`config.mk`:
```
export PLATFORM = sky130hd
export DESIGN_NAME = stack_remove_by_key_flat
export DESIGN_NICKNAME = d
export VERILOG_FILES = /design/src/rtl/core/srbk_pkg.sv /design/src/rtl/core/srbk_in_if.sv /design/src/rtl/core/srbk_out_if.sv /design/src/rtl/core/srbk_front.sv /design/src/rtl/core/srbk_back.sv /design/src/rtl/core/stack_remove_by_key.sv /design/src/flat_wrapper.sv
export SDC_FILE = /design/constraint.sdc
export NUM_CORES = 1
export LEC_CHECK = 0
export BUFFER_PORTS_ARGS = -buffer_cell sky130_fd_sc_hd__buf_4
export CAP_MARGIN = 20
export CORE_MARGIN = 4
export CORE_UTILIZATION = 43
export DETAILED_ROUTE_END_ITERATION = 16
export SLEW_MARGIN = 20
export SYNTH_ARGS = -nofsm -noshare
export SYNTH_HDL_FRONTEND = slang
export SYNTH_SLANG_ARGS = --single-unit
```
`constraint.sdc`:
```
create_clock -name clk -period 6 [get_ports clk]
set_input_delay 0.6 -clock clk [delete_from_list [all_inputs] [get_ports clk]]
set_output_delay 0.6 -clock clk [all_outputs]
set_load 0.05 [all_outputs]
```
`src/rtl/core/srbk_pkg.sv`:
```
// Shared types and constants for the keyed-removal stack.
// No dependencies; compiled first.
package srbk_pkg;

  localparam int unsigned KEY_W         = 31;
  localparam int unsigned CMD_W         = 2;
  localparam int unsigned STATUS_W      = 2;
  localparam int unsigned MOVES_W       = 5;
  localparam int unsigned MOVES_MAX     = 31;
  localparam int unsigned DEPTH_DEFAULT = 16;
  localparam int unsigned QUEUE_DEPTH   = 2;
  localparam int unsigned QPTR_W        = $clog2(QUEUE_DEPTH);

  typedef enum logic [CMD_W-1:0] {
    CMD_PUSH   = 2'd0,
    CMD_REMOVE = 2'd1
  } cmd_code_t;

  typedef enum logic [STATUS_W-1:0] {
    ST_DONE = 2'd0,
    ST_FULL = 2'd1,
    ST_BAD  = 2'd2
  } status_t;

  typedef enum logic [1:0] {
    OP_PUSH,
    OP_REMOVE,
    OP_BAD
  } op_t;

  typedef struct packed {
    op_t              op;
    logic [KEY_W-1:0] key;
  } job_t;

  typedef enum logic [1:0] {
    BK_IDLE,
    BK_SCAN,
    BK_APPLY
  } back_state_t;

endpackage

```
`src/rtl/core/srbk_in_if.sv`:
```
// Command channel: valid/ready handshake carrying cmd and plate.
// Depends on srbk_pkg.
interface srbk_in_if;
  logic                        valid;
  logic                        ready;
  logic [srbk_pkg::CMD_W-1:0]  cmd;
  logic [srbk_pkg::KEY_W-1:0]  plate;

  modport source (output valid, output cmd, output plate, input ready);
  modport sink   (input valid, input cmd, input plate, output ready);
endinterface

```
`src/rtl/core/srbk_out_if.sv`:
```
// Result channel: valid/ready handshake carrying status and moves.
// Depends on srbk_pkg.
interface srbk_out_if;
  logic                           valid;
  logic                           ready;
  logic [srbk_pkg::STATUS_W-1:0]  status;
  logic [srbk_pkg::MOVES_W-1:0]   moves;

  modport source (output valid, output status, output moves, input ready);
  modport sink   (input valid, input status, input moves, output ready);
endinterface

```
`src/rtl/core/srbk_front.sv`:
```
// Front end: accepts command transactions, decodes them into jobs and
// buffers them in a two-entry queue. Depends on srbk_pkg, srbk_in_if.
module srbk_front (
  input  logic            clk,
  input  logic            rst,
  srbk_in_if.sink         req,
  output logic            job_valid,
  output srbk_pkg::job_t  job,
  input  logic            job_pop
);
  import srbk_pkg::*;

  job_t              q_job [QUEUE_DEPTH];
  logic [QPTR_W-1:0] wr_ptr;
  logic [QPTR_W-1:0] rd_ptr;
  logic [QPTR_W:0]   count;
  logic              push_q;
  logic              pop_q;
  job_t              decoded;

  always_comb begin
    decoded.key = req.plate;
    case (req.cmd)
      CMD_PUSH:   decoded.op = OP_PUSH;
      CMD_REMOVE: decoded.op = OP_REMOVE;
      default:    decoded.op = OP_BAD;
    endcase
  end

  assign req.ready = (count != (QPTR_W+1)'(QUEUE_DEPTH));
  assign push_q    = req.valid && req.ready;
  assign job_valid = (count != '0);
  assign pop_q     = job_pop && job_valid;
  assign job       = q_job[rd_ptr];

  always_ff @(posedge clk) begin
    if (push_q) begin
      q_job[wr_ptr] <= decoded;
    end
  end

  always_ff @(posedge clk) begin
    if (rst) begin
      wr_ptr <= '0;
      rd_ptr <= '0;
      count  <= '0;
    end else begin
      if (push_q) begin
        wr_ptr <= wr_ptr + 1'b1;
      end
      if (pop_q) begin
        rd_ptr <= rd_ptr + 1'b1;
      end
      case ({push_q, pop_q})
        2'b10:   count <= count + 1'b1;
        2'b01:   count <= count - 1'b1;
        default: count <= count;
      endcase
    end
  end

endmodule

```
`src/rtl/core/srbk_back.sv`:
```
// Back end: register-file stack with parallel key compare and gap-closing
// shift, plus the result register. Depends on srbk_pkg, srbk_out_if.
module srbk_back #(
  parameter int unsigned DEPTH = srbk_pkg::DEPTH_DEFAULT
) (
  input  logic            clk,
  input  logic            rst,
  input  logic            job_valid,
  input  srbk_pkg::job_t  job,
  output logic            job_pop,
  srbk_out_if.source      rsp
);
  import srbk_pkg::*;

  localparam int unsigned CNT_W = $clog2(DEPTH + 1);

  logic [KEY_W-1:0] slot [DEPTH];
  logic [CNT_W-1:0] fill;
  logic [DEPTH-1:0] match;
  logic [DEPTH-1:0] shift_en;

  back_state_t      state;
  back_state_t      state_next;

  logic             out_free;
  logic             load;
  logic             push_do;
  logic             scan_do;
  logic             apply_do;
  status_t          res_status;
  logic [MOVES_W-1:0] res_moves;

  logic             hit;
  logic [CNT_W-1:0] pos;
  logic [CNT_W-1:0] taken;
  logic [MOVES_W-1:0] taken_sat;

  assign out_free = !rsp.valid || rsp.ready;

  // Highest matching entry is the one nearest the top.
  always_comb begin
    pos = '0;
    for (int i = 0; i < DEPTH; i++) begin
      if (match[i]) begin
        pos = CNT_W'(i);
      end
    end
  end

  assign hit       = |match;
  assign taken     = hit ? (fill - pos) : fill;
  assign taken_sat = (32'(taken) > MOVES_MAX) ? MOVES_W'(MOVES_MAX) : MOVES_W'(taken);

  always_comb begin
    for (int i = 0; i < DEPTH; i++) begin
      shift_en[i] = apply_do && hit && (CNT_W'(i) >= pos)
                    && ((CNT_W+1)'(i + 1) < {1'b0, fill});
    end
  end

  // Next state
  always_comb begin
    state_next = state;
    case (state)
      BK_IDLE: begin
        if (job_valid && job.op == OP_REMOVE && fill != '0) begin
          state_next = BK_SCAN;
        end
      end
      BK_SCAN:  state_next = BK_APPLY;
      BK_APPLY: begin
        if (out_free) begin
          state_next = BK_IDLE;
        end
      end
      default:  state_next = BK_IDLE;
    endcase
  end

  // Outputs
  always_comb begin
    load       = 1'b0;
    push_do    = 1'b0;
    scan_do    = 1'b0;
    apply_do   = 1'b0;
    job_pop    = 1'b0;
    res_status = ST_DONE;
    res_moves  = '0;
    case (state)
      BK_IDLE: begin
        if (job_valid && out_free) begin
          case (job.op)
            OP_PUSH: begin
              load    = 1'b1;
              job_pop = 1'b1;
              if (fill == CNT_W'(DEPTH)) begin
                res_status = ST_FULL;
              end else begin
                push_do   = 1'b1;
                res_moves = MOVES_W'(1);
              end
            end
            OP_REMOVE: begin
              if (fill == '0) begin
                load    = 1'b1;
                job_pop = 1'b1;
              end
            end
            default: begin
              load       = 1'b1;
              job_pop    = 1'b1;
              res_status = ST_BAD;
            end
          endcase
        end
      end
      BK_SCAN: scan_do = 1'b1;
      BK_APPLY: begin
        if (out_free) begin
          apply_do  = 1'b1;
          load      = 1'b1;
          job_pop   = 1'b1;
          res_moves = taken_sat;
        end
      end
      default: ;
    endcase
  end

  always_ff @(posedge clk) begin
    if (rst) begin
      state <= BK_IDLE;
      fill  <= '0;
    end else begin
      state <= state_next;
      if (push_do) begin
        fill <= fill + 1'b1;
      end else if (apply_do && hit) begin
        fill <= fill - 1'b1;
      end
    end
  end

  for (genvar g = 0; g < DEPTH; g++) begin : g_slot
    always_ff @(posedge clk) begin
      if (scan_do) begin
        match[g] <= (slot[g] == job.key) && (CNT_W'(g) < fill);
      end
    end

    if (g < DEPTH - 1) begin : g_shift
      always_ff @(posedge clk) begin
        if (push_do && fill == CNT_W'(g)) begin
          slot[g] <= job.key;
        end else if (shift_en[g]) begin
          slot[g] <= slot[g+1];
        end
      end
    end else begin : g_top
      always_ff @(posedge clk) begin
        if (push_do && fill == CNT_W'(g)) begin
          slot[g] <= job.key;
        end
      end
    end
  end

  always_ff @(posedge clk) begin
    if (rst) begin
      rsp.valid <= 1'b0;
    end else if (load) begin
      rsp.valid <= 1'b1;
    end else if (rsp.ready) begin
      rsp.valid <= 1'b0;
    end
  end

  always_ff @(posedge clk) begin
    if (load) begin
      rsp.status <= res_status;
      rsp.moves  <= res_moves;
    end
  end

endmodule

```
`src/rtl/core/stack_remove_by_key.sv`:
```
// Bounded LIFO key stack with push and remove-by-key.
// Push, invalid command or remove on an empty stack: result registered straight from idle;
// other removes take the registered compare pass, then the shift pass in srbk_back.
// One push per cycle if rsp is free; removes stall later jobs. A two-entry queue sits ahead.
// Reset (rst, synchronous) empties the stack and queue; slot contents stay undefined.
// Depends on srbk_pkg, srbk_in_if, srbk_out_if, srbk_front, srbk_back.
module stack_remove_by_key #(
  parameter int unsigned DEPTH = srbk_pkg::DEPTH_DEFAULT
) (
  input  logic        clk,
  input  logic        rst,
  srbk_in_if.sink     req,
  srbk_out_if.source  rsp
);
  import srbk_pkg::*;

  logic job_valid;
  job_t job;
  logic job_pop;

  srbk_front u_front (
    .clk       (clk),
    .rst       (rst),
    .req       (req),
    .job_valid (job_valid),
    .job       (job),
    .job_pop   (job_pop)
  );

  srbk_back #(
    .DEPTH (DEPTH)
  ) u_back (
    .clk       (clk),
    .rst       (rst),
    .job_valid (job_valid),
    .job       (job),
    .job_pop   (job_pop),
    .rsp       (rsp)
  );

endmodule
```
`src/flat_wrapper.sv`:
```
// flat-port wrapper written by rule: the top's interface ports become plain ports
module stack_remove_by_key_flat import srbk_pkg::*;
#(
  parameter int unsigned DEPTH = srbk_pkg::DEPTH_DEFAULT
)
  (clk, rst, req_valid, req_cmd, req_plate, req_ready, rsp_valid, rsp_status, rsp_moves, rsp_ready);
  srbk_in_if req_i ();
  srbk_out_if rsp_i ();
  input  logic clk;
  input  logic rst;
  input wire logic [$bits(req_i.valid)-1:0] req_valid;
  input wire logic [$bits(req_i.cmd)-1:0] req_cmd;
  input wire logic [$bits(req_i.plate)-1:0] req_plate;
  output wire logic [$bits(req_i.ready)-1:0] req_ready;
  output wire logic [$bits(rsp_i.valid)-1:0] rsp_valid;
  output wire logic [$bits(rsp_i.status)-1:0] rsp_status;
  output wire logic [$bits(rsp_i.moves)-1:0] rsp_moves;
  input wire logic [$bits(rsp_i.ready)-1:0] rsp_ready;
  assign req_i.valid = req_valid;
  assign req_i.cmd = req_cmd;
  assign req_i.plate = req_plate;
  assign req_ready = req_i.ready;
  assign rsp_valid = rsp_i.valid;
  assign rsp_status = rsp_i.status;
  assign rsp_moves = rsp_i.moves;
  assign rsp_i.ready = rsp_ready;
  stack_remove_by_key #(.DEPTH(DEPTH)) u_core (.clk(clk), .rst(rst), .req(req_i), .rsp(rsp_i));
endmodule
```
==> results_dict.tcl, run 1 <==
set metrics [dict create \
    dr.pass1.iters 7 \
    crit_type "reg2reg" \
    layout-drive-gt1-share_pct 16.37 \
    drv_slew 0 \
    max_cap_viol_count 0 \
    grt_antenna_before_repair 3 \
    power_leakage_nw 11.01 \
    ys.flop_type "edfxtp_1" \
    cts_sinks 598 \
    grt_use_met3_pct 6.055 \
    cp-end-kind "flop" \
    cts_root_buf "clkbuf_16" \
    dpl.hpwl_mm 72.14 \
    arrival_ns 4.20 \
    place_congestion 0.9681 \
    drtIter0Drc 2637 \
    grt_max_degree 64 \
    synth-warning-count 0 \
    grt_pass1_vias 20660 \
    instances_no_fill 3592 \
    rsz0062_at_grt "false" \
    numCtsBuffers 68 \
    dp_slack_ns 2.037 \
    fmax_mhz 264.9 \
    drc_errors 0 \
    ir_worst_vdd_mv 0.2333 \
    grt_overflow 0 \
    synthesis.nets 2608 \
    path_clk_slew_ns 0.06 \
    grt_pass1_wl_mm 146.2 \
    grt_usage_pct 26.86 \
    finalHoldViolations 0 \
    use_met1_pct 38.17 \
    place_inst 3468 \
    syn_to_final_growth_pct 13.39 \
    status "complete, no violations" \
    final_cell_mix "585 x edfxtp_1, 501 x xnor2_1, 390 x nor2_1, 357 x a21oi_1, 143 x buf_4" \
    tightest_slew_ns 1.071 \
    power.density_nw_per_um2 411.5 \
    netlist_instances 2560 \
    yosysSeqAreaShare_pct 58.64 \
    power_mw 14.19 \
    required_ns 6.43 \
    initial_utilization_pct 43.41 \
    vias 21180 \
    fin_skew_ns 0.02551 \
    postCtsSetupBuffers 0 \
    coreArea_um2 70030 \
    ctsHoldBuffers 0 \
    yosysUniqueCellTypes 67 \
    via_per_inst 5.898 \
    htree_num_levels 3 \
    synth_edf_count 585 \
    worstHoldPathType "in2reg" \
    syn_area_um2 30400 \
    synthArstFlopShare_pct 0 \
    post_cts_resized 0 \
    die_x_um 273.9 \
    insertion_delay_ns 0.63 \
    setup-tns-final_ns 0 \
    max_slew_margin_pct 27.07 \
    finalSetupViolations 0 \
    finalCriticalPeriod_ns 3.775 \
    totalWireLength_mm 102.0 \
    postPlaceCellArea_um2 32320 \
    nNetsFinal 2646 \
    dieArea_um2 75020 \
    layout_commonest_cell "edfxtp_1" \
    wl_per_cell_um 28.38 \
    startpoint_type "flop" \
    critPathMaxFanout 25 \
    io_buffers 45 \
    num_antenna_cells 0 \
    syn_area_per_cell_um2 11.88 \
    ant_nets 0 \
    cts_tree "built" \
    gr-max-usage-layer "met2" \
    fp.dieH_um 273.9 \
    final.period_utilization_pct 62.92 \
    ios 46 \
    fin_area_um2 34470 \
    clockBufferDepth 3 \
    ys_ff_latch 598 \
    rrSetupSlack_ns 2.22 \
    fin_ws_ns 2.225 \
    grt_use_met2_pct 40.72 \
    rows 97 \
]
critical path: stages (launching register included):
cell and delay (ns):
dfxtp_4 0.82, mux2i_4 1.00, buf_4 0.32, clkinv_1 0.58, xnor2_1 0.42, nand4_1 0.14, nor4_1 0.26
synth_stat cells (all sizes together) (2+ instances only):
cell type,instances,share of area [%]
or3b,2,0.058
nor2b,6,0.12
mux2,93,3.4
o21ai,15,0.25
o2111ai,3,0.086
nand3b,3,0.12
a31oi,3,0.062
inv,40,0.49
o311ai,2,0.058
nor3b,2,0.049
nand3,8,0.13
xnor2,501,14
clkbuf,78,0.96
nor2,419,5.4
nor3,14,0.25
dfxtp,13,0.86
nand2b,6,0.12
a21oi,385,6.7
o32ai,2,0.058
buf,98,1.9
a21o,3,0.074
nand2,28,0.35
xor2,6,0.17
o21a,3,0.074
o211ai,3,0.074
or4,8,0.21
edfxtp,585,58
or3,3,0.062
mux2i,34,1.3
and2,3,0.070
ha,10,0.41
nor4,122,2.6
nand4,40,0.82
clkinv,3,0.037
flip-flops by register name, indices dropped and copies added, names as in the netlist, named ones only:
signal and cells:
u_core.u_back.fill 5, u_core.u_back.match 16, u_core.u_back.rsp.moves 5, u_core.u_back.rsp.status 2, u_core.u_back.rsp.valid 1, u_core.u_back.slot 496
u_core.u_back.state 2, u_core.u_front.count 2, u_core.u_front.q_job 66, u_core.u_front.rd_ptr 1, u_core.u_front.wr_ptr 1
through the flow:
stage | hold slack [ns] | utilization, %
after floorplan | 0.4735 | -
after global placement | 0.4918 | 46.10
after detailed placement | 0.5066 | 46.15
after CTS | 0.1346 | 49.20
after global routing | 0.1465 | 49.23
final | 0.1549 | 49.23
per-layer routing:
| metal | share of wire, % | routed length, um |
|---|---|---|
| met1 | 42 | 42970 |
| met2 | 44 | 45140 |
| met3 | 9.8 | 10030 |
| met4 | 3.7 | 3814 |
| met5 | 0 | 0 |
area by class of cell:
| type | count | area (um2) |
|---|---|---|
| fillers | 6166 | 35560 |
| flip-flops and latches | 598 | 17830 |
| multi-input cells | 1743 | 12070 |
| clock buffers | 88 | 1777 |
| well taps | 940 | 1176 |
| repair buffers | 144 | 1101 |
| clock inverters | 36 | 356.6 |
| inverters | 43 | 161.4 |
power breakdown:
part | leakage (nW) | switching [mW] | internal [mW]
sequential | 5.40 | 0.161 | 5.13
clock | 1.03 | 1.78 | 2.33
combinational | 4.58 | 3.04 | 1.74
total | 11.0 | 4.98 | 9.21
final timing paths:
kind | depth (start not counted) | to | from
setup / recovery | 6 | u_core.u_back.match[5] | flop
setup reg to reg | 6 | u_core.u_back.match[5] | flop
hold / removal | 1 | u_core.u_front.q_job[1][23] | req_plate[23]
hold reg to reg | 2 | u_core.u_front.rd_ptr | u_core.u_front.rd_ptr
cells by family after synthesis:
group,after synthesis,synth area share [%]
multiplexers,127,4.774
XOR/XNOR,507,14.61
flip-flops,598,58.64
AO/OA/AOI/OAI,429,7.696
buffers and inverters,219,3.354
AND/OR/NAND/NOR,669,10.45
adder cells (fa/ha/maj),11,0.4774
No activity file was read; power rests on OpenSTA's default activity.
==> inputs of run 2 (changes only) <==
clock period = 3.55 ns   (was 6 ns; I/O delays follow)
==> results_dict.tcl, run 2 (synthesis gave the netlist of run 1 again) <==
set metrics [dict create \
    status "complete, no violations" \
    grt_overflow 0 \
    postCtsSetupBuffers 0 \
    nNetsFinal 2713 \
    drv_slew 0 \
    fin_skew_ns 0.02633 \
    ctsHoldBuffers 33 \
    arrival_ns 3.58 \
    max_cap_viol_count 0 \
    startpoint_type "flop" \
    max_slew_margin_pct 43.22 \
    totalWireLength_mm 96.45 \
    htree_num_levels 3 \
    grt_pass1_wl_mm 139.9 \
    coreArea_um2 70030 \
    grt_antenna_before_repair 6 \
    crit_path_max_incr_delay_ns 0.67 \
    hp-start "rsp_ready" \
    drc_errors 0 \
    fp.dieH_um 273.9 \
    power_mw 24.20 \
    cts_tree "built" \
    finalHoldViolations 0 \
    grt_max_degree 64 \
    vias 21020 \
    path_depth 6 \
    finalSetupViolations 0 \
    via_per_inst 5.751 \
    reg_top3 "u_core.u_back.slot x496, u_core.u_front.q_job x66, u_core.u_back.match x16" \
    final.period_utilization_pct 91.52 \
    ir_worst_vdd_mv 0.5386 \
    postPlaceCellArea_um2 32910 \
    io_buffers 45 \
    critPathMaxFanout 31 \
    grt_pass1_vias 20610 \
    cts_root_buf "clkbuf_16" \
    clockBufferDepth 3 \
    ios 46 \
    initial_utilization_pct 43.41 \
    fin_area_um2 35370 \
    final_cell_mix "585 x edfxtp_1, 501 x xnor2_1, 390 x nor2_1, 357 x a21oi_1, 150 x buf_4" \
    drtIter0Drc 2443 \
    dieArea_um2 75020 \
    syn_to_final_growth_pct 16.34 \
    rrSetupSlack_ns 0.30 \
    largest-register "u_core.u_back.slot" \
    worst-path-buf-inv 2 \
    tightest_slew_ns 0.8339 \
    path_clk_slew_ns 0.06 \
    crit-reg2reg-capture "u_core.u_back.match[1]" \
    layout_commonest_cell "edfxtp_1" \
    die_x_um 273.9 \
    nFillCells 6123 \
    insertion_delay_ns 0.63 \
    rows 97 \
    worstHoldPathType "in2reg" \
    power.density_nw_per_um2 684.1 \
    cts_sinks 598 \
    wl_per_cell_um 26.38 \
    required_ns 3.89 \
    dpl.hpwl_mm 66.29 \
    worstPathCellList "buf_12 > mux2i_4 > inv_1 > xnor2_1 > nand4_1 > nor4_1" \
    fmax_mhz 307.8 \
    place_congestion 0.9642 \
    dr.pass1.iters 5 \
    fin_hold_ws_ns 0.08329 \
    critical_path.slowest_cell "mux2i_4" \
    post_cts_resized 0 \
    finalCriticalPeriod_ns 3.249 \
    cp-end-kind "flop" \
    layout-drive-gt1-share_pct 17.36 \
    largest_reg_flops 496 \
    rsz0062_at_grt "false" \
    cp_top_family "buffers and inverters" \
    ant_nets 0 \
    cp-endpoint "u_core.u_back.match[1]" \
    power_leakage_nw 11.41 \
    rr_worst_depth 6 \
    crit_type "reg2reg" \
    numCtsBuffers 67 \
    grt_usage_pct 25.50 \
]
-- run 2: cell types whose count changed in the layout (fill, tap and decap cells not counted), sizes merged --
cell / delta
diode: +3
clkinv: +2
dlygate4sd3: +33
buf: +35
inv: -3
bufinv: -2
clkinvlp: +1
clkbuf: -5
-- run 2: per-layer routing --
layer | global-route usage (%) | up-vias | part of all wire (%)
li1 | - | 9361 | -
met5 | 0 | - | 0.015
met3 | 4.358 | 157 | 7.9
met2 | 40.03 | 940 | 46
met4 | 9.129 | 2 | 3.5
met1 | 35.91 | 10560 | 43
-- run 2: metrics by stage --
stage | cells | setup WS (ns) | TNS [ns] | util (%)
2_1_floorplan | 2560 | -0.7957 | -185.37 | -
3_3_place_gp | 3502 | 0.4180 | 0 | 46.99
3_5_place_dp | 3502 | 0.3356 | 0 | 47.00
4_1_cts | 3652 | 0.3237 | 0 | 50.48
5_1_grt | 3653 | 0.2755 | 0 | 50.50
6_report | 3656 | 0.3011 | 0 | 50.51
-- run 2: report_power, final --
group	switching [mW]	internal [mW]	total (mW)	leakage (nW)
logic	5.29	3.30	8.58	4.99
registers	0.181	8.67	8.85	5.40
clock network	3.00	3.76	6.76	1.02
-- run 2: cell type report --
cell class                      count  area (um2)  share of cell area (%)
Timing Repair Buffer              212        2028                   5.734
Tap cell                          940        1176                   3.325
Clock inverter                     34       370.4                   1.047
Clock buffer                       83        1737                   4.910
Multi-Input combinational cell   1743       12060                   34.09
Sequential cell                   598       17830                   50.41
Inverter                           43       161.4                  0.4563
Antenna cell                        3       7.507                 0.02123
-- run 2: how the worst min path moves through the flow --
stage / endpoint / cells after the start
after floorplan: u_core.u_back.rsp.valid / 1
after global placement: u_core.u_front.count[1] / 2
after detailed placement: u_core.u_front.rd_ptr / 2
after CTS: u_core.u_back.state[1] / 4
after global routing: u_core.u_back.state[1] / 4
final: u_core.u_back.state[1] / 4
-- run 2: tightest hold or removal path: stages --
cell and delay (ns):
buf_4 0.08, nor2b_1 0.05, a21oi_1 0.12, nor2_1 0.04
